==> config.mk <==
export PLATFORM = sky130hd
export DESIGN_NAME = lbc_front
export DESIGN_NICKNAME = d
export VERILOG_FILES = /design/src/hw/rtl/lbc_pkg.sv /design/src/hw/rtl/lbc_front.sv
export SDC_FILE = /design/constraint.sdc
export NUM_CORES = 1
export LEC_CHECK = 0
export ABC_AREA = 1
export ABC_CLOCK_PERIOD_IN_PS = 2900
export BUFFER_PORTS_ARGS = -buffer_cell sky130_fd_sc_hd__clkbuf_2
export CELL_PAD_IN_SITES_DETAIL_PLACEMENT = 1
export CELL_PAD_IN_SITES_GLOBAL_PLACEMENT = 2
export CORE_MARGIN = 2
export CORE_UTILIZATION = 25
export CTS_BUF_LIST = sky130_fd_sc_hd__clkbuf_4 sky130_fd_sc_hd__clkbuf_8
export CTS_CLUSTER_DIAMETER = 80
export DETAILED_ROUTE_END_ITERATION = 7
export HOLD_SLACK_MARGIN = 0.15
export PLACE_DENSITY_LB_ADDON = 0.1
export SYNTH_ARGS = -nofsm -noshare
export SYNTH_HDL_FRONTEND = slang
export SYNTH_SLANG_ARGS = --single-unit
export TNS_END_PERCENT = 5
==> constraint.sdc <==
create_clock -name clk -period 2.9 [get_ports clk]
set_input_delay 0.58 -clock clk [delete_from_list [all_inputs] [get_ports clk]]
set_output_delay 0.58 -clock clk [all_outputs]
set_load 0.02 [all_outputs]
==> src/hw/rtl/lbc_pkg.sv <==
// ----------------------------------------------------------------------------
// lbc_pkg: shared types and constants
// Widths, limits and register indexes for the blob centroid block.
// ----------------------------------------------------------------------------
package lbc_pkg;

  localparam int MaxLabels = 32;
  localparam int CoordBits = 10;
  localparam int SlotBits  = $clog2(MaxLabels);
  localparam int SumBits   = 30;
  localparam int CntBits   = 21;
  localparam int DivSteps  = SumBits;

  localparam logic [2:0] RegNumLabels  = 3'd0;
  localparam logic [2:0] RegFrameWidth = 3'd1;
  localparam logic [2:0] RegFrameHeight = 3'd2;
  localparam logic [2:0] RegMinSize    = 3'd3;
  localparam logic [2:0] RegMaxSize    = 3'd4;

  localparam logic [CntBits-1:0] CntMax = {CntBits{1'b1}};

  // Front-to-back queue entry: one pixel's accumulate op, with an end-of-frame flag.
  typedef struct packed {
    logic                eof;
    logic                hit;
    logic [SlotBits-1:0] slot;
    logic [CoordBits-1:0] col;
    logic [CoordBits-1:0] row;
  } op_t;

  typedef struct packed {
    logic                found;
    logic [5:0]          label_index;
    logic [CoordBits-1:0] center_x;
    logic [CoordBits-1:0] center_y;
    logic [CntBits-1:0]  pixel_count;
    logic                last;
  } result_t;

endpackage

==> src/hw/rtl/lbc_front.sv <==
// ----------------------------------------------------------------------------
// lbc_front: pixel classifier
// Tracks column and row, classifies each label and pushes an op per pixel.
// ----------------------------------------------------------------------------
module lbc_front (
  input  logic               clk,
  input  logic               rst,
  input  logic               in_valid,
  output logic               in_ready,
  input  logic [8:0]         pixel_label,
  input  logic [6:0]         num_labels,
  input  logic [10:0]        line_pixels,
  input  logic [10:0]        frame_lines,
  output logic               op_valid,
  input  logic               op_ready,
  output lbc_pkg::op_t       op
);
  import lbc_pkg::*;

  logic [CoordBits-1:0] column, row;
  logic [6:0]  n_eff;
  logic [11:0] w_eff, h_eff;
  logic        end_row, end_frame, fire;

  always_comb begin
    n_eff = (num_labels > 7'(MaxLabels)) ? 7'(MaxLabels) : num_labels;
    w_eff = (line_pixels == 11'd0) ? 12'd1 :
            (line_pixels > 11'(1 << CoordBits)) ? 12'(1 << CoordBits) : {1'b0, line_pixels};
    h_eff = (frame_lines == 11'd0) ? 12'd1 :
            (frame_lines > 11'(1 << CoordBits)) ? 12'(1 << CoordBits) : {1'b0, frame_lines};
    end_row   = (12'(column) + 12'd1) >= w_eff;
    end_frame = end_row && ((12'(row) + 12'd1) >= h_eff);
  end

  assign in_ready = op_ready;
  assign op_valid = in_valid;
  assign fire     = in_valid && op_ready;

  always_comb begin
    op.eof  = end_frame;
    op.hit  = !pixel_label[8] && ({1'b0, pixel_label[7:0]} < {2'b0, n_eff});
    op.slot = pixel_label[SlotBits-1:0];
    op.col  = column;
    op.row  = row;
  end

  always_ff @(posedge clk) begin
    if (rst) begin
      column <= '0;
      row    <= '0;
    end else if (fire) begin
      if (end_frame) begin
        column <= '0;
        row    <= '0;
      end else if (end_row) begin
        column <= '0;
        row    <= row + 1'b1;
      end else begin
        column <= column + 1'b1;
      end
    end
  end

endmodule

* Word level (Yosys, flattened, before mapping)
Cells that the tools add are included.
** Word-level totals
- Register bits :: 20
- Latch bits :: 0
- Memory bits (writable) :: 0
- ROM bits :: 0
- Input bits :: 42
- Word-level logic and storage cells :: 29
- Memories :: 0
** Operators by class
- $add $sub $neg :: 4
- Multipliers :: 0
- Div/mod/pow operators :: 0
- Magnitude comparators :: 6
- Equality and inequality tests :: 0
- Shift operators :: 0
- Muxes and demuxes :: 9
- Bitwise logic cells :: 0
- Reduce and logical (&&, ||, !) cells :: 8
** Operators by type and width (count)
- $mux 11 :: 4
- $mux 10 :: 4
- $add 10x1->11 const B :: 2
- $ge 11x11->1 :: 2
- $gt 11x11->1 const B :: 2
- $logic_not 11->1 :: 2
- $add 10x1->10 const B :: 2
- $lt 8x7->1 :: 1
- $gt 7x6->1 const B :: 1
- $mux 7 :: 1
- $logic_and 1x1->1 :: 3
- $reduce_and 2->1 :: 1
- $reduce_bool 2->1 :: 1
- $logic_not 1->1 :: 1

* Logic depth before layout (Yosys ltp)
Gate-level depths: netlist of the first run.
- Depth after elaboration :: 7
- Mapped depth :: 17

* Worst setup path after synthesis of the first run
OpenSTA, ideal clock, no wires.
- Path type :: flip-flop to output port
- Start point :: register column[0]
- End point :: output op[26] (netlist bit)
- Arrival time :: 2403 ps
- Data required time :: 2320 ps
- Path slack :: -83 ps
- Stages on the path, launching flop included :: 18
- Cells stage by stage :: dfxtp_1 ha_1 nand2_1 nor2_1 nand3_1 xor2_1 inv_1 ha_1 nand2_1 inv_1 nand2_1 nand2_1 nand2_1 nand2_4 nor2_8 buf_12 nor2_1 buf_4
** On the way
- Word-level cells in the longest chain between the ends :: 3
** RTL lines
- start: declaration :: line lbc_front.sv:20 : logic [CoordBits-1:0] column, row;
- start signal: assignment :: line lbc_front.sv:59 : column <= column + 1'b1;
- $add 10x1->11 :: line lbc_front.sv:31 : end_row = (12'(column) + 12'd1) >= w_eff;
- $ge 11x11->1 :: line lbc_front.sv:31
- $logic_and 1x1->1 :: line lbc_front.sv:32 : end_frame = end_row && ((12'(row) + 12'd1) >= h_eff);
- end: declaration :: line lbc_front.sv:16 : output lbc_pkg::op_t op
No other way between the ends.

==> impl_results.md, run 1 <==
- Clock Latency Late Sink: around 270 ps
- Max cap viols: 0
- Via density per instance: about 4.5
- Ant. Diodes: 0
- Lkg Pwr: ~1.6 nW
- Port Buffer Count: 70
- Worst path bufs/invs: 4
- Final Cycle Share: 1.02
- Post-route clock skew: about 10 ps
- Post-synth EDFFs: 0
- Maximum clock path buffer count: 2
- Tot GR Track Use: 0.148
- Clock transition at the registers of the reported paths: 90 ps
- Gr ovfl total: 0
- DRT Pass-1 Iters: 4
- Yosys warns: 0
- Largest net degree at the start of global routing: 20
- Final WS setup: -47.7 ps
- CTS H-tree lvls: 1
- Mean Syn Cell Area: ~6.9 um2
- CP peak stage delay: 370 ps
- Total core area: approximately 0.0087 mm2
- Area contributors post-synth: dfxtp_1, ha_1, nand2_1
- TritonCTS clock tree: built
- Max Fclk: 0.339 GHz
- Status: finished, violations left
- Minimum clock period: between 2000 and 3000 ps
- Cells after DPL: between 500 and 600
- Hold violation count in the final report: 0
- CP Launch Type: flip-flop
- Setup CP Type: flip-flop to output port
- RSZ-0062 raised after global routing: true
- WP data required: about 2300 ps
- Setup violations, final: 1
- HP Class: flip-flop to flip-flop
- Final GP Congestion: ~0.77
- Post-synthesis cell count: 323
- Area delta synth->final: 48.1%
- Total Wirelength: a little over 7 mm
- Vias: approximately 2400
- Synthesized net count: slightly below 400
- Synthesized cell area: ~0.0022 mm2
- Slowest CP cell: dfxtp_2
- Die area: between 0.009 and 0.01 mm2
- Die W: between 90 and 100 um
- Worst-path cell chain: ha_4 -> nand2_2 -> nor2_4 -> buf_4 -> xor2_1 -> inv_1 -> ha_4 -> nand2_1 -> inv_1 -> nand2_1 -> nor2_1 -> nand2_1 -> nand2_4 -> nor2_8 -> nor2_1 -> buf_4
- DRT iter0 DRCs: 60
- Chip height: between 90 and 100 um
- Synth unique cells: 37
- Seq cells post-synth: 20
- Max rail drop VDD: between 100 and 150 uV
- FP Rows: 34
- Setup crit end kind: output port
- Failing checks: negative setup slack
- Initial core utilization: 0.256
- Clock sink count: 20
- Fin cells: 540
- Register area share after synthesis: 0.180
- Least-Margin Pin Slew: a little over 500 ps
- Crit-path most repeated cell: nand2_1
- Number of global-route vias before repair: 2486
- Max FO, Critical Path: 3
- CTS Hold Buffers Added: 0
- Async set or reset register ratio after synthesis: 0
- Clock root cell: clkbuf_8
- Pwr/cell area: roughly 220 mW/mm2
- Nets: ~510
- Crit path max-delay family: simple AND/OR/NAND/NOR gates
- Core Util, Final: 0.379
- Synth Flop Type: dfxtp_1
- Antenna violation net count after detailed routing: 0
- Global-route wire length before repair: about 12 mm
- DR WL/cell: roughly 13 um
- I/O pin count: between 70 and 80
- Slew Limit Fails: 0
- DRC viols: 0
- Synth area leader: dfxtp_1
- Slew HR: 0.655
- Initial antenna violation count: 0
- Final HPWL DP: approximately 5.8 mm
- Num CTS Buffers: 3
- Critical Path AT: between 2000 and 2500 ps
- Yosys top cell area share: 0.180
- Share of layout cells above drive strength 1: 0.454
-- timing repair --
| item | 4_1_cts | 5_1_grt |
|---|---|---|
| setup endpoints to repair | 1 | 5 |
| resized for setup | 43 | 14 |
| buffers inserted | 4 | 4 |
| cloned | 2 | 0 |
| pin swaps | 31 | 13 |
-- layout make-up --
| type | count | area (um2) |
|---|---|---|
| clock buffer | 4 | 55.1 |
| fill | 1118 | 5390 |
| inverter | 36 | 135 |
| multi-input combinational | 255 | 1850 |
| sequential | 20 | 405 |
| tap | 108 | 135 |
| timing repair buffer | 117 | 706 |
-- sequential cells by signal, indices dropped and copies added, names as in the netlist --
register and count:
column 10, row 10
-- placed cells by master (no fill, tap or decap), types with 4 or more instances in the layout --
master,count
nor2_4,5
inv_2,4
xor2_1,11
buf_4,48
ha_1,23
a21oi_1,23
nor4_4,4
nand2_2,15
dfxtp_1,16
nand2_1,78
a21oi_2,6
clkbuf_8,4
nand2_4,4
nor2_1,18
ha_4,7
nor2_2,4
nand3_2,14
dfxtp_2,4
o21ai_0,5
inv_1,32
nand3_1,13
clkbuf_2,69
-- power breakdown --
part	switching [W]	internal, W	leakage [nW]
registers	0.00000219	0.000277	0.163
logic	0.000121	0.0000890	1.39
clock network	0.000105	0.000121	0.0288
-- synthesized netlist by cell type, types with 2 or more instances --
master    count
nand2_4       2
nor3_1        2
nand3b_1      3
a21oi_2       6
buf_4         8
nor4_1        6
dfxtp_1      20
ha_1         30
nor2_4        2
clkbuf_1      2
nor2_8        2
a21oi_1      23
nand2_1      90
nand3_2       9
xnor2_1       2
nand3_1      18
nand2_2       3
inv_1        35
buf_2         2
o21ai_0       7
nor2_1       24
xor2_1       11
o21bai_1      2
-- stage by stage --
stage	setup slack (ps)	cell area (um2)	hold WS [ps]	total power, W	TNS [ps]
2_1_floorplan	9.88	2230	514	0.000391	0
3_3_place_gp	-311	2910	489	0.000470	-699
3_5_place_dp	-356	2910	497	0.000471	-1100
4_1_cts	-111	3200	518	0.000720	-111
5_1_grt	-239	3290	545	0.000768	-336
6_report	-47.7	3290	520	0.000715	-47.7
-- kinds of logic after synthesis --
family / synth area share
AO/OA/AOI/OAI: 0.116
adder cells (fa/ha/maj): 0.169
buffers and inverters: 0.106
XOR/XNOR: 0.0586
other: 0.00169
flip-flops: 0.180
AND/OR/NAND/NOR: 0.368
-- tightest hold or removal path, delay by kind of cell, from the launching register on --
kind | cells | cell delay [ps]
compound gates | 1 | 60
flops | 1 | 350
simple gates | 1 | 70
-- metal layers --
layer | track usage | share of wire
met1 | 0.214 | 0.51
met2 | 0.238 | 0.45
met3 | 0.0172 | 0.035
met4 | 0.0327 | 0.012
met5 | 0 | 0
-- final timing paths --
| check | from | end | slack (ps) | depth (start not counted) |
|---|---|---|---|---|
| max | column[0] | op[26] | -50 | 16 |
| min | column[9] | column[9] | 520 | 2 |
| max reg2reg | column[0] | row[4] | 330 | 18 |
| min reg2reg | column[9] | column[9] | 520 | 2 |
Note: power is estimated with default switching activity, not from simulation.
==> run 2: changes to the inputs <==
--- a/config.mk
+++ b/config.mk
@@ -16,7 +16,8 @@
 export CTS_CLUSTER_DIAMETER = 80
 export DETAILED_ROUTE_END_ITERATION = 7
 export HOLD_SLACK_MARGIN = 0.15
-export PLACE_DENSITY_LB_ADDON = 0.1
+export PLACE_DENSITY = 0.86
+export SETUP_SLACK_MARGIN = 0.3
 export SYNTH_ARGS = -nofsm -noshare
 export SYNTH_HDL_FRONTEND = slang
 export SYNTH_SLANG_ARGS = --single-unit
==> impl_results.md, run 2 (synthesis gave the netlist of run 1 again) <==
- Final WS setup: -82.2 ps (-34.5 ps)
- TritonCTS clock tree: built
- FP Rows: 34 (unchanged)
- Chip height: 98.3 um (unchanged)
- Max cap viols: 0 (unchanged)
- Core Util, Final: 0.411 (+0.0314)
- Setup TNS: -82.2 ps (-34.5 ps)
- Clock Latency Late Sink: 260 ps (about the same)
- DRC viols: 0 (unchanged)
- Antenna violation net count after detailed routing: 0 (unchanged)
- Max Fclk: 0.335 GHz (-1.2%)
- Post-route clock skew: 2.37 ps (-7.89 ps)
- Largest net degree at the start of global routing: 20 (unchanged)
- Slowest CP cell: dfxtp_2
- Clock sink count: 20 (unchanged)
- DR WL/cell: 13.7 um (+4.0%)
- Maximum clock path buffer count: 2 (unchanged)
- Global-route wire length before repair: 11.4 mm (-3.8%)
- Die area: 0.00966 mm2 (unchanged)
- I/O pin count: 71 (unchanged)
- Max FO, Critical Path: 2 (-1)
- HP Class: flip-flop to flip-flop
- Crit-path most repeated cell: nor2_4
- Slew HR: 0.634 (-0.0211)
- Commonest non-fill, non-tap cell in the layout: clkbuf_2
- Minimum clock period: 2980 ps (+34.5 ps)
- Total core area: 0.00868 mm2 (unchanged)
- Share of layout cells above drive strength 1: 0.552 (+0.0984)
- Max rail drop VDD: 209 uV (+45%)
- CTS H-tree lvls: 1 (unchanged)
- DRT Pass-1 Iters: 4 (unchanged)
- Setup violations, final: 1 (unchanged)
- Status: finished, violations left
- Lkg Pwr: 1.64 nW (+3.2%)
- Via density per instance: 4.64 (+2.5%)
- Number of global-route vias before repair: 2566 (+3.2%)
- RSZ-0062 raised after global routing: true
- CP Launch Type: flip-flop
- Clock transition at the registers of the reported paths: 80 ps (about the same)
- Final Cycle Share: 1.03 (+0.0119)
- Largest registers: column: 10 flops, row: 10 flops
- Hold violation count in the final report: 0 (unchanged)
- Critical Path AT: 2400 ps (+30 ps)
- Initial antenna violation count: 0 (unchanged)
- Crit path max-delay family: simple AND/OR/NAND/NOR gates
- Nets: 495 (-2.0%)
- Gr ovfl total: 0 (unchanged)
- Failing checks: negative setup slack
- DRT iter0 DRCs: 35 (-42%)
- Placement Cell Area: 0.00283 mm2 (-2.5%)
- Port Buffer Count: 70 (unchanged)
- Final GP Congestion: 0.780 (+1.7%)
- Final HPWL DP: 5.50 mm (-5.1%)
- Most frequent cells in the layout: clkbuf_2, nand2_1, buf_4, inv_1, nand2_2
- Setup crit end kind: output port
- CP peak stage delay: 370 ps (about the same)
- Worst-path cell chain: ha_4 -> nand2_4 -> nor2_4 -> nand3_2 -> or2_1 -> nor2_1 -> ha_1 -> a21o_1 -> nor2_2 -> nand3_2 -> nor2_4 -> nor2_4 -> buf_8
- Num CTS Buffers: 3 (unchanged)
- Initial core utilization: 0.256 (unchanged)
- Least-Margin Pin Slew: 549 ps (+31.7 ps)
- Clock root cell: clkbuf_8
- Pwr/cell area: 225 mW/mm2 (+3.7%)
- Worst path bufs/invs: 1 (-3)
- Area delta synth->final: 60.4%
- Ant. Diodes: 0 (unchanged)
- Slew Limit Fails: 0 (unchanged)
- Vias: 2460 (+0.57%)
- Die W: 98.3 um (unchanged)
- Total Wirelength: 7.25 mm (+2.1%)
- Tot GR Track Use: 0.140 (-0.00789)
- Setup CP Type: flip-flop to output port
- WP data required: 2320 ps (about the same)
- Design area: 0.00356 mm2 (+8.3%)
## run 2: cell types whose count changed in the layout (fill, tap and decap cells not counted), sizes merged
cell    change
clkbuf      -4
buf         -7
bufinv      +1
## run 2: final timing paths
kind / startpoint / end / slack, ps / cells past startpoint
max: row[1] / op[26] / -80 / 13
max reg2reg: column[1] / row[3] / 320 / 18
min reg2reg: row[7] / row[7] / 500 / 2
min: row[7] / row[7] / 500 / 2
## run 2: layer usage
layer	vias up	track usage	wire, um
met5	-	0	0
met4	0	0.0285	50
met3	4	0.0100	253
met2	50	0.265	3940
met1	1155	0.174	3000
li1	1251	-	-
## run 2: final cells by class
type,count,area [um2]
Multi-Input combinational cell,255,2140
Clock inverter,1,30.0
Inverter,36,135
Timing Repair Buffer,107,668
Sequential cell,20,417
Clock buffer,3,41.3
Tap cell,108,135
Fill cell,1072,5110
## run 2: worst min-delay path, delay by kind of cell (launching register included)
family             cells  cell delay (ps)
DFF                    1              340
and+or+nand+nor        1               60
AOI/OAI and AO/OA      1               50
## run 2: power breakdown
| part | switching [W] | internal, W | total [W] |
|---|---|---|---|
| Clock | 0.0000994 | 0.000184 | 0.000284 |
| Sequential | 0.00000235 | 0.000274 | 0.000277 |
| Combinational | 0.000135 | 0.000107 | 0.000243 |
| Total | 0.000237 | 0.000566 | 0.000803 |
## run 2: timing repair
action	in CTS	in global routing
gates cloned	2	0
setup endpoints to repair	22	22
endpoints found under the hold margin	0	0
hold buffers	0	0
pin swaps	22	66
setup buffers	5	5
resized for setup	39	92
## run 2: stage by stage
step	power, W	setup WS (ps)	std cells	hold WS (ps)
3_5_place_dp	0.000469	-280	514	492
5_1_grt	0.000848	-213	530	527
6_report	0.000803	-82.2	530	499
2_1_floorplan	0.000392	19.3	323	514
3_3_place_gp	0.000462	-193	514	482
4_1_cts	0.000768	-104	525	503
